File: src/uule_pkg.sv
package uule_pkg;

	// bytes per full line and index width into one line bank
	localparam int LINE_BYTES = 45;
	localparam int IDX_W      = 6;
	localparam int ADDR_W     = IDX_W + 1;
	localparam int MEM_DEPTH  = 1 << ADDR_W;

	// request codes
	localparam logic REQ_DATA = 1'b0;
	localparam logic REQ_END  = 1'b1;

	// fixed characters
	localparam logic [6:0] CH_NL = 7'd10;
	localparam logic [6:0] CH_SP = 7'd32;

	localparam logic [IDX_W-1:0] FULL_N = IDX_W'(LINE_BYTES);

	// one line job handed from front to back
	typedef struct packed {
		logic [IDX_W-1:0] n;
		logic             term;
		logic             bank;
	} job_t;

	// line store write from the front
	typedef struct packed {
		logic              en;
		logic [ADDR_W-1:0] addr;
		logic [7:0]        data;
	} wr_t;

	// bank release from the back
	typedef struct packed {
		logic en;
		logic bank;
	} rel_t;

	function automatic logic [6:0] enc6(input logic [5:0] v);
		enc6 = {1'b0, v} + 7'd32;
	endfunction

endpackage

File: src/uule_front.sv
module uule_front import uule_pkg::*; (
	input  logic       clk,
	input  logic       arst_n,
	input  logic       in_valid,
	output logic       in_ready,
	input  logic       req_type,
	input  logic [7:0] data_byte,
	input  logic       q_full,
	output logic       q_push,
	output job_t       q_job,
	output wr_t        wr,
	input  rel_t       rel
);

	logic [IDX_W-1:0] count_q;
	logic             bank_q;
	logic [1:0]       busy_q;
	logic [1:0]       busy_d;
	logic             accept;
	logic             line_done;
	logic             hand_off;

	assign in_ready = !q_full && !busy_q[bank_q];
	assign accept   = in_valid && in_ready;

	// store write for data bytes
	assign wr.en   = accept && (req_type == REQ_DATA);
	assign wr.addr = {bank_q, count_q};
	assign wr.data = data_byte;

	assign line_done = (req_type == REQ_DATA) ? (count_q == FULL_N - IDX_W'(1)) : 1'b1;

	assign q_push      = accept && line_done;
	assign q_job.n     = (req_type == REQ_DATA) ? FULL_N : count_q;
	assign q_job.term  = (req_type == REQ_END);
	assign q_job.bank  = bank_q;

	// a non-empty line hands its bank to the back
	assign hand_off = q_push && (q_job.n != '0);

	always_comb begin
		busy_d = busy_q;
		if (rel.en) begin
			busy_d[rel.bank] = 1'b0;
		end
		if (hand_off) begin
			busy_d[bank_q] = 1'b1;
		end
	end

	always_ff @(posedge clk or negedge arst_n) begin
		if (!arst_n) begin
			count_q <= '0;
			bank_q  <= 1'b0;
			busy_q  <= '0;
		end else begin
			busy_q <= busy_d;
			if (hand_off) begin
				bank_q <= !bank_q;
			end
			if (accept) begin
				if (line_done) begin
					count_q <= '0;
				end else begin
					count_q <= count_q + IDX_W'(1);
				end
			end
		end
	end

endmodule

File: src/uule_queue.sv
module uule_queue import uule_pkg::*; (
	input  logic clk,
	input  logic arst_n,
	input  logic push,
	input  job_t push_job,
	output logic full,
	input  logic pop,
	output logic empty,
	output job_t head
);

	job_t       slot_q [2];
	logic       wr_ptr_q;
	logic       rd_ptr_q;
	logic [1:0] cnt_q;

	assign full  = (cnt_q == 2'd2);
	assign empty = (cnt_q == 2'd0);
	assign head  = slot_q[rd_ptr_q];

	always_ff @(posedge clk) begin
		if (push && !full) begin
			slot_q[wr_ptr_q] <= push_job;
		end
	end

	always_ff @(posedge clk or negedge arst_n) begin
		if (!arst_n) begin
			wr_ptr_q <= 1'b0;
			rd_ptr_q <= 1'b0;
			cnt_q    <= '0;
		end else begin
			if (push && !full) begin
				wr_ptr_q <= !wr_ptr_q;
			end
			if (pop && !empty) begin
				rd_ptr_q <= !rd_ptr_q;
			end
			case ({push && !full, pop && !empty})
				2'b10:   cnt_q <= cnt_q + 2'd1;
				2'b01:   cnt_q <= cnt_q - 2'd1;
				default: cnt_q <= cnt_q;
			endcase
		end
	end

endmodule

File: src/uule_back.sv
module uule_back import uule_pkg::*; (
	input  logic       clk,
	input  logic       arst_n,
	input  wr_t        wr,
	input  logic       q_empty,
	input  job_t       q_head,
	output logic       q_pop,
	output rel_t       rel,
	output logic       out_valid,
	input  logic       out_ready,
	output logic [6:0] out_char,
	output logic       last_of_run
);

	typedef enum logic [3:0] {
		ST_IDLE, ST_LEN, ST_RD, ST_E0, ST_E1, ST_E2, ST_E3, ST_NL, ST_TSP, ST_TNL
	} state_t;

	state_t           state_q;
	logic [7:0]       mem_q [MEM_DEPTH];
	logic [7:0]       rdata_s1;
	logic             rd_vld_s1;
	logic [1:0]       rd_slot_s1;
	logic             rd_keep_s1;
	logic [IDX_W-1:0] n_q;
	logic             term_q;
	logic             bank_q;
	logic [IDX_W-1:0] idx_q;
	logic [1:0]       rd_cnt_q;
	logic [7:0]       grp_q [3];
	logic             out_vld_q;
	logic [6:0]       out_char_q;
	logic             out_last_q;

	logic             can_emit;
	logic             emit;
	logic             rd_issue;
	logic [IDX_W:0]   rd_pos;
	logic             rd_keep;
	logic [IDX_W:0]   next_idx;
	logic [ADDR_W-1:0] raddr;

	assign can_emit = !out_vld_q || out_ready;
	assign rd_issue = (state_q == ST_RD) && (rd_cnt_q != 2'd3);
	assign rd_pos   = {1'b0, idx_q} + {{(IDX_W-1){1'b0}}, rd_cnt_q};
	// bytes past the line end pad as zero
	assign rd_keep  = rd_pos < {1'b0, n_q};
	assign raddr    = {bank_q, rd_pos[IDX_W-1:0]};
	assign next_idx = {1'b0, idx_q} + (IDX_W+1)'(3);

	assign q_pop    = (state_q == ST_IDLE) && !q_empty;
	assign rel.en   = (state_q == ST_NL) && can_emit;
	assign rel.bank = bank_q;

	assign out_valid   = out_vld_q;
	assign out_char    = out_char_q;
	assign last_of_run = out_last_q;

	// a character goes into the output register this cycle
	always_comb begin
		case (state_q)
			ST_LEN, ST_E0, ST_E1, ST_E2, ST_E3, ST_NL, ST_TSP, ST_TNL: emit = can_emit;
			default: emit = 1'b0;
		endcase
	end

	always_ff @(posedge clk) begin
		if (wr.en) begin
			mem_q[wr.addr] <= wr.data;
		end
		rdata_s1 <= mem_q[raddr];
	end

	always_ff @(posedge clk or negedge arst_n) begin
		if (!arst_n) begin
			state_q    <= ST_IDLE;
			out_vld_q  <= 1'b0;
			rd_vld_s1  <= 1'b0;
			rd_cnt_q   <= '0;
			out_char_q <= '0;
			out_last_q <= 1'b0;
		end else begin
			if (emit) begin
				out_vld_q <= 1'b1;
			end else if (out_ready) begin
				out_vld_q <= 1'b0;
			end
			rd_vld_s1  <= rd_issue;
			rd_slot_s1 <= rd_cnt_q;
			rd_keep_s1 <= rd_keep;
			if (rd_vld_s1) begin
				grp_q[rd_slot_s1] <= rd_keep_s1 ? rdata_s1 : 8'd0;
			end
			case (state_q)
				ST_IDLE: begin
					if (!q_empty) begin
						n_q    <= q_head.n;
						term_q <= q_head.term;
						bank_q <= q_head.bank;
						state_q <= (q_head.n != '0) ? ST_LEN : ST_TSP;
					end
				end
				ST_LEN: begin
					if (can_emit) begin
						out_char_q <= enc6(n_q);
						out_last_q <= 1'b0;
						idx_q      <= '0;
						rd_cnt_q   <= '0;
						state_q    <= ST_RD;
					end
				end
				ST_RD: begin
					if (rd_issue) begin
						rd_cnt_q <= rd_cnt_q + 2'd1;
					end
					if (rd_vld_s1 && rd_slot_s1 == 2'd2) begin
						state_q <= ST_E0;
					end
				end
				ST_E0: begin
					if (can_emit) begin
						out_char_q <= enc6(grp_q[0][7:2]);
						out_last_q <= 1'b0;
						state_q    <= ST_E1;
					end
				end
				ST_E1: begin
					if (can_emit) begin
						out_char_q <= enc6({grp_q[0][1:0], grp_q[1][7:4]});
						out_last_q <= 1'b0;
						state_q    <= ST_E2;
					end
				end
				ST_E2: begin
					if (can_emit) begin
						out_char_q <= enc6({grp_q[1][3:0], grp_q[2][7:6]});
						out_last_q <= 1'b0;
						state_q    <= ST_E3;
					end
				end
				ST_E3: begin
					if (can_emit) begin
						out_char_q <= enc6(grp_q[2][5:0]);
						out_last_q <= 1'b0;
						idx_q      <= next_idx[IDX_W-1:0];
						rd_cnt_q   <= '0;
						state_q    <= (next_idx < {1'b0, n_q}) ? ST_RD : ST_NL;
					end
				end
				ST_NL: begin
					if (can_emit) begin
						out_char_q <= CH_NL;
						out_last_q <= !term_q;
						state_q    <= term_q ? ST_TSP : ST_IDLE;
					end
				end
				ST_TSP: begin
					if (can_emit) begin
						out_char_q <= CH_SP;
						out_last_q <= 1'b0;
						state_q    <= ST_TNL;
					end
				end
				ST_TNL: begin
					if (can_emit) begin
						out_char_q <= CH_NL;
						out_last_q <= 1'b1;
						state_q    <= ST_IDLE;
					end
				end
				default: begin
					state_q <= ST_IDLE;
				end
			endcase
		end
	end

endmodule

File: src/uuencode_line_encoder.sv
// streaming uuencode line encoder
// input channel: in_valid / in_ready carries req_type and data_byte; a data
//   transaction stores one byte, an end transaction flushes the partial line
//   and appends the terminating line (space, newline)
// output channel: out_valid / out_ready carries one character per transaction;
//   last_of_run marks the final character caused by one input transaction
// a data byte that does not complete a line causes no output
// throughput: input takes one byte per cycle while the current line bank is
//   free and the job queue is not full; output gives the length character,
//   then per group of three bytes three store reads and four characters, then
//   the newline, after picking up a line job; store reads and character output
//   take turns in the back
// two line banks let the front fill one line while the back emits the other
// reset: line empty, queue empty, output idle; store contents stay undefined
// receiver stall: the output register holds, the back stops, and the front
//   keeps taking bytes until the job queue fills or both banks are in use
module uuencode_line_encoder import uule_pkg::*; (
	input  logic       clk,
	input  logic       arst_n,
	input  logic       in_valid,
	output logic       in_ready,
	input  logic       req_type,
	input  logic [7:0] data_byte,
	output logic       out_valid,
	input  logic       out_ready,
	output logic [6:0] out_char,
	output logic       last_of_run
);

	// front to queue
	logic q_full;
	logic q_push;
	job_t q_job;

	// queue to back
	logic q_empty;
	logic q_pop;
	job_t q_head;

	// store write path and bank release
	wr_t  wr;
	rel_t rel;

	// accepts transactions, fills the line banks, posts line jobs
	uule_front u_front (
		.clk       (clk),
		.arst_n    (arst_n),
		.in_valid  (in_valid),
		.in_ready  (in_ready),
		.req_type  (req_type),
		.data_byte (data_byte),
		.q_full    (q_full),
		.q_push    (q_push),
		.q_job     (q_job),
		.wr        (wr),
		.rel       (rel)
	);

	// two-entry job queue between front and back
	uule_queue u_queue (
		.clk      (clk),
		.arst_n   (arst_n),
		.push     (q_push),
		.push_job (q_job),
		.full     (q_full),
		.pop      (q_pop),
		.empty    (q_empty),
		.head     (q_head)
	);

	// reads the line store and emits characters
	uule_back u_back (
		.clk         (clk),
		.arst_n      (arst_n),
		.wr          (wr),
		.q_empty     (q_empty),
		.q_head      (q_head),
		.q_pop       (q_pop),
		.rel         (rel),
		.out_valid   (out_valid),
		.out_ready   (out_ready),
		.out_char    (out_char),
		.last_of_run (last_of_run)
	);

endmodule

File: config.mk
export PLATFORM = sky130hd
export DESIGN_NAME = uuencode_line_encoder
export DESIGN_NICKNAME = d
export VERILOG_FILES = /design/src/uule_pkg.sv /design/src/uule_front.sv /design/src/uule_queue.sv /design/src/uule_back.sv /design/src/uuencode_line_encoder.sv
export SDC_FILE = /design/constraint.sdc
export NUM_CORES = 1
export LEC_CHECK = 0
export BUFFER_PORTS_ARGS = -buffer_cell sky130_fd_sc_hd__buf_4
export CAP_MARGIN = 30
export CORE_MARGIN = 3
export CORE_UTILIZATION = 60
export CTS_BUF_LIST = sky130_fd_sc_hd__clkbuf_8
export DETAILED_ROUTE_END_ITERATION = 6
export PLACE_DENSITY = 0.76
export SETUP_SLACK_MARGIN = 0.02
export SYNTH_ARGS = -nofsm -noshare
export SYNTH_HDL_FRONTEND = slang
export SYNTH_SLANG_ARGS = --single-unit
export TNS_END_PERCENT = 20
File: constraint.sdc
create_clock -name clk -period 5.3 [get_ports clk]
set_input_delay 1.06 -clock clk [delete_from_list [all_inputs] [get_ports clk]]
set_output_delay 1.06 -clock clk [all_outputs]
set_load 0.02 [all_outputs]
==> metrics.md, run 1 <==
| Metric | Value |
|---|---|
| Placed insts | 3,163 |
| Max Buffers Root-to-Sink | 3 |
| Crit-path cells | ha_4, inv_1, fa_4, nand3b_1, xor2_2, buf_4, inv_2, nor3_2, buf_4, a31oi_1, nand4_1, nand4_1 |
| Non-Filler Instances | 3,471 |
| # fillers | 4,428 |
| Outcome | finished, final reports clean |
| Cell depth of the worst setup path | 12 |
| CP endpoint kind | register |
| # rows | 98 |
| RSZ-0062 raised after global routing | false |
| Yosys top cell area share | 0.736 |
| Ys async rst share | 0.0259 |
| I/O Pins | 23 |
| CP Max Fanout | 13 |
| GRT Total Usage | 0.269 |
| Layout cells sized above 1 | 0.233 |
| Final min period | 4020 ps |
| Grt ovf | 0 |
| #FFs+latches synth | 1,118 |
| Worst EP arrival | 4680 ps |
| PwrDens | 493 mW/mm^2 |
| Setup repair bufs after CTS | 0 |
| H-tree level count | 4 |
| PnR Total Power | 0.0240 W |
| Cell at the slowest stage of the critical path | nor3_2 |
| Clock slew at reported path FFs | 70 ps |
| Clock Latency Late Sink | 810 ps |
| Cts repair resizes | 0 |
| Highest clock rate | 249 MHz |
| Sequential area share after synthesis | 0.756 |
| TNS Setup | 0 ps |
| Largest net degree at the start of global routing | 95 |
| GPL Wtd Cong | 0.869 |
| Initial antenna violation count | 3 |
| Final setup violation count | 0 |
| CP required | 5970 ps |
| Starting density of the core | 0.611 |
| WL per Instance | 29.2 um |
| Synth cell types | 62 |
| CP startpoint kind | register |
| Syn Area/Cell | 19.4 um^2 |
| Setup ws final | 1280 ps |
| Final ANT Viol Nets | 0 |
| Seq. cell area | 0.0333 mm^2 |
| Post-synth top area cell | edfxtp_1 |
| Count of input and output buffers | 22 |
| Post-Route Skew | 28.1 ps |
| Synthesized cell area | 0.0441 mm^2 |
| Die footprint | 0.0768 mm^2 |
| Drt initial violations | 2,887 |
| Die H | 277 um |
| Syn_nets | 2,301 |
| Post-route DRC | 0 |
| MaxCap Viol Count | 0 |
| CP max stage delay | 810 ps |
| Max Used Layer | met5 |
| DR vias/cell | 6.57 |
| Lkg Pwr | 15.7 nW |
| CP delay by family, top | simple AND/OR/NAND/NOR gates |
| Vias in the first global route | 23,137 |
| TritonCTS clock tree | built |
| Global-route wire length before repair | 152,000 um |
| P&R area growth vs syn | 10.4% |
| Final hold violations | 0 |
| Main synth FF type | edfxtp_1 |
| Post-Synthesis Cells | 2,270 |
| Place WS | 1420 ps |
| Tightest Pin Transition | 1060 ps |
| WP buf/inv | 4 |
| Largest cells by area after synthesis | edfxtp_1 (74%), mux4_2 (14%), nand2_1 (1.7%), dfrtp_1 (1.6%), nor2_1 (1.3%) |
| Area of the multi-input gates | 0.0102 mm^2 |
| TritonCTS Buffers | 168 |
| Critical path class | register to register |
| Met1 Wirelength | 38,600 um |
| Die W | 277 um |
| DR WL met3 | 10,400 um |
| DRT Wirelength | 101,000 um |
| YS warnings | 0 |
| Final net count | 2,417 |
| Core ar. | 0.0722 mm^2 |
| Max-slew headroom | 0.292 |
| Maximum vdd drop | 0.342 mV |
| Num Clock Sinks | 1,118 |
| DRT Pass-1 Iters | 6 |
| Fin. max-slew vios | 0 |
| Root Buffer | clkbuf_8 |
| Vias | 22,821 |
| HPWL after detailed placement | 60,200 um |
| Period utilization | 0.758 |
| Worst Hold Class | input port to async pin |
| CTS Hold Bufs | 0 |
| Post-synth EDFFs | 1,081 |
| Worst R2R Path Depth | 12 |
| Met2 WL post-DR | 48,300 um |
cells in the final DEF, fill, tap and decap left out, drive strengths merged, types with 6 or more instances in the layout:
cell    count
edfxtp   1081
mux4      267
nand2     202
clkbuf    182
nor2      152
inv        87
nand3      69
buf        66
clkinv     51
mux2i      45
nand4      30
dfrtp      29
o21ai      27
a32oi      22
a21oi      22
ha         17
nor3       17
mux2       14
and2       14
nand2b     14
nor2b      11
a31oi       8
bufinv      8
dfxtp       8
xnor2       7
xor2        6
worst paths after layout:
kind | from | endpoint | slack (ps)
setup / recovery | u_back.idx_q[0] | u_back.rdata_s1[4] | 1280
hold / removal | arst_n | u_back.out_char[6] | 200
setup reg to reg | u_back.idx_q[0] | u_back.rdata_s1[4] | 1280
hold reg to reg | u_back.out_char[0] | u_back.out_char[0] | 490
max in group asynchronous | arst_n | u_front.count_q[0] | 4770
min in group clk | u_back.out_char[0] | u_back.out_char[0] | 490
metrics by stage:
step / area [um^2] / utilization / hold WS, ps
6_report: 48700 / 0.674 / 196
5_1_grt: 48700 / 0.674 / 186
4_1_cts: 48600 / 0.673 / 157
3_5_place_dp: 45400 / 0.629 / 477
3_3_place_gp: 45400 / 0.628 / 466
2_1_floorplan: 44100 / - / 449
final cells by class:
| class | instances | share of cell area |
|---|---|---|
| Timing Repair Buffer | 67 | 0.0130 |
| Clock inverter | 123 | 0.0151 |
| Multi-Input combinational cell | 1004 | 0.209 |
| Tap cell | 950 | 0.0244 |
| Sequential cell | 1118 | 0.685 |
| Inverter | 27 | 0.00208 |
| Antenna cell | 1 | 0.0000514 |
| Clock buffer | 181 | 0.0512 |
power by group:
group          internal (W)  switching, W
logic               0.00318       0.00387
clock network       0.00354       0.00320
registers           0.00994      0.000282
worst reg2reg max path, delay by kind of cell, from the launching register on:
kind | cells | cell delay (ps)
buffers and inverters | 4 | 950
AO/OA/AOI/OAI | 1 | 160
AND/OR/NAND/NOR | 4 | 1520
adder cells (fa/ha/maj) | 2 | 630
flip-flops | 1 | 450
XOR/XNOR | 1 | 170
metal layers:
layer | global-route usage | vias up
li1 | - | 9429
met1 | 0.381 | 11751
met2 | 0.410 | 1414
met3 | 0.0689 | 225
met4 | 0.107 | 2
met5 | 0 | -
kinds of logic after synthesis:
group / count (synthesis) / share of synthesized area
AOI/OAI and AO/OA: 119 / 0.0184
adders and majority gates: 18 / 0.00528
and+or+nand+nor: 528 / 0.0529
DFF: 1118 / 0.756
buffers and inverters: 148 / 0.0145
muxes: 326 / 0.150
xor gates and xnor gates: 13 / 0.00292
flip-flops by register name, indices dropped and copies added (netlist names), 2 cells and up:
signal / count
u_back.idx_q: 6
u_front.count_q: 6
u_back.rd_cnt_q: 2
u_back.grp_q: 24
u_back.rdata_s1: 8
u_front.busy_q: 2
u_back.mem_q: 1024
u_back.n_q: 6
u_back.rd_slot_s1: 2
u_queue.slot_q: 16
u_back.state_q: 4
u_back.out_char: 7
u_queue.cnt_q: 2
cell usage after synthesis, drive strengths merged, types with 6 or more instances:
cell    count
edfxtp   1081
mux4      267
nand2     202
nor2      152
clkbuf     70
nand3      69
buf        51
mux2i      45
nand4      30
dfrtp      29
o21ai      27
inv        26
a21oi      22
a32oi      22
ha         17
nor3       17
and2       14
mux2       14
nand2b     14
nor2b      11
a31oi       8
dfxtp       8
xnor2       7
xor2        6
Note: power is estimated with default switching activity, not from simulation.
==> inputs of run 2 (changes only) <==
==> constraint.sdc (replaced) <==
create_clock -name clk -period 3.85 [get_ports clk]
set_input_delay 0.77 -clock clk [delete_from_list [all_inputs] [get_ports clk]]
set_output_delay 0.77 -clock clk [all_outputs]
set_load 0.02 [all_outputs]
==> run 2 against run 1 <==
Cell area grew 1.3%. Maximum frequency rose by 15%. Die area did not move. First-iteration DRC count up 3.2%. Hold slack gained 65 ps. Count of clock-buffer cells in the layout shrank 7. Setup slack got worse by 920 ps. Combinational power increased by 42%. Final cell count up 2.4%. Critical path type unchanged.
==> metrics.md, run 2 (same netlist as run 1, synthesis figures left out) <==
| Metric | Value |
|---|---|
| Most common cell after layout, fill and taps aside | edfxtp_1 |
| Place WS | 417 ps (-1010 ps) |
| Final design utilization | 0.683 (+0.00847) |
| Clock slew at reported path FFs | 60 ps (about the same) |
| DR vias/cell | 6.52 (-0.78%) |
| CP endpoint kind | register |
| Placed insts | 3,242 (+2.5%) |
| H-tree level count | 4 (unchanged) |
| DRT Pass-1 Iters | 6 (unchanged) |
| Max Buffers Root-to-Sink | 3 (unchanged) |
| Top Registers | u_back.mem_q: 1024 flops, u_back.grp_q: 24 flops, u_queue.slot_q: 16 flops |
| CTS Hold Bufs | 1 (+1) |
| CP max stage delay | 920 ps (+110 ps) |
| Post-Route Skew | 36.9 ps (+8.78 ps) |
| Layout cells sized above 1 | 0.250 (+0.0173) |
| PwrDens | 673 mW/mm^2 (+36%) |
| WP buf/inv | 2 (-2) |
| Num Clock Sinks | 1,118 (unchanged) |
| Max reg flops | 1,024 (unchanged) |
| Worst Hold Class | input port to register |
| P&R area growth vs syn | 11.7% |
| Lkg Pwr | 16.1 nW (+2.5%) |
| RSZ-0062 raised after global routing | false |
| Top cell by count, worst path | mux4_2 |
| Global-route wire length before repair | 153,000 um (+1.1%) |
| Vias | 23,190 (+1.6%) |
| Die W | 277 um (unchanged) |
| Cts repair resizes | 0 (unchanged) |
| Final setup violation count | 0 (unchanged) |
| Top reg by flops | u_back.mem_q |
| Post-route DRC | 0 (unchanged) |
| Starting density of the core | 0.611 (unchanged) |
| HPWL after detailed placement | 62,300 um (+3.4%) |
| Final ANT Viol Nets | 0 (unchanged) |
| Worst EP arrival | 4150 ps (-530 ps) |
| Most frequent cells in the layout | edfxtp_1 (1,081), mux4_2 (267), nand2_1 (202) |
| Final net count | 2,496 (+3.3%) |
| Crit-path cells | ha_4, inv_1, fa_4, buf_4, mux4_2, mux2i_1, mux4_2, nand2b_1, nand4_1 |
| Fin. max-slew vios | 0 (unchanged) |
| Setup repair bufs after CTS | 0 (unchanged) |
| Initial antenna violation count | 2 (-1) |
| Core ar. | 0.0722 mm^2 (unchanged) |
| Maximum vdd drop | 0.607 mV (+77%) |
| PnR Total Power | 0.0332 W (+38%) |
| Critical path class | register to register |
| Met2 WL post-DR | 49,400 um (+2.2%) |
| TNS Setup | 0 ps (unchanged) |
| Tightest Pin Transition | 1000 ps (-59.3 ps) |
| GPL Wtd Cong | 0.867 (-0.21%) |
| Largest net degree at the start of global routing | 100 (+5.3%) |
| Vias in the first global route | 23,544 (+1.8%) |
| Die footprint | 0.0768 mm^2 (unchanged) |
| Max Used Layer | met4 |
| DRT Wirelength | 102,000 um (+1.0%) |
| Met1 Wirelength | 38,800 um (+0.43%) |
| Root Buffer | clkbuf_8 |
| Non-Filler Instances | 3,555 (+2.4%) |
| CP required | 4510 ps (-1460 ps) |
| MaxCap Viol Count | 0 (unchanged) |
| DR WL met3 | 10,800 um (+3.0%) |
| Final min period | 3490 ps (-525 ps) |
| CP startpoint kind | register |
| Final hold violations | 0 (unchanged) |
| Drt initial violations | 2,980 (+3.2%) |
| TritonCTS Buffers | 168 (unchanged) |
| WL per Instance | 28.8 um (-1.4%) |
| Highest clock rate | 287 MHz (+15%) |
| Die H | 277 um (unchanged) |
| Max-slew headroom | 0.333 (+0.0411) |
| # rows | 98 (unchanged) |
| # fillers | 4,381 (-1.1%) |
| Cell at the slowest stage of the critical path | fa_4 |
| CP delay by family, top | adder cells |
| GRT Total Usage | 0.271 (+0.00210) |
| TritonCTS clock tree | built |
| CP Max Fanout | 40 (+27) |
| Outcome | finished, final reports clean |
| I/O Pins | 23 (unchanged) |
| Setup ws final | 360 ps (-925 ps) |
| Clock Latency Late Sink | 820 ps (about the same) |
| Period utilization | 0.907 (+0.149) |
| Count of input and output buffers | 22 (unchanged) |
| Grt ovf | 0 (unchanged) |
## run 2: cell types whose count changed in the layout (fill, tap and decap cells not counted), sizes merged
cell	before	now
diode	1	3
clkinvlp	4	7
clkbuf	182	174
inv	87	97
dlygate4sd3	0	1
buf	66	145
bufinv	8	6
clkinv	51	50
## run 2: through the flow
| stage | area [um^2] | hold slack (ps) |
|---|---|---|
| detailed placement | 46100 | 480 |
| global placement | 46100 | 466 |
| floorplan | 44100 | 449 |
| finish | 49300 | 262 |
| CTS | 49200 | 206 |
| global route | 49300 | 245 |
## run 2: path summary, 6_finish.rpt
path	from	end	slack, ps	cells past startpoint
setup reg to reg	u_back.idx_q[0]	u_back.rdata_s1[0]	360	9
hold / removal	req_type	u_queue.slot_q[1][1]	260	1
min in group asynchronous	arst_n	u_back.out_char[2]	570	3
hold reg to reg	u_back.out_char[5]	u_back.out_char[5]	490	2
max in group asynchronous	arst_n	u_back.rd_vld_s1	2950	3
setup / recovery	u_back.idx_q[0]	u_back.rdata_s1[0]	360	9
## run 2: power breakdown
| part | internal [W] | switching [W] | leakage [nW] | total (W) |
|---|---|---|---|---|
| Sequential | 0.0137 | 0.000371 | 10.2 | 0.0141 |
| Combinational | 0.00456 | 0.00543 | 4.13 | 0.00999 |
| Clock | 0.00463 | 0.00449 | 1.82 | 0.00912 |
## run 2: final cells by class
cell class / instances / area (um^2) / share of cell area
Antenna cell: 3 / 7.51 / 0.000152
Tap cell: 950 / 1190 / 0.0241
Sequential cell: 1118 / 33300 / 0.676
Timing Repair Buffer: 146 / 1320 / 0.0269
Clock inverter: 133 / 758 / 0.0154
Multi-Input combinational cell: 1004 / 10200 / 0.206
Inverter: 27 / 101 / 0.00206
Clock buffer: 174 / 2390 / 0.0486
## run 2: worst register-to-register path, delay by kind of cell (launching register included)
family / cells / cell delay, ps
buffers and inverters: 2 / 610
muxes: 3 / 980
DFF: 1 / 460
adders and majority gates: 2 / 1090
and+or+nand+nor: 2 / 210
## run 2: layer usage
metal / vias up / global-route usage
met5: - / 0
met4: 0 / 0.109
met3: 214 / 0.0664
met2: 1461 / 0.414
met1: 11916 / 0.384
li1: 9599 / -
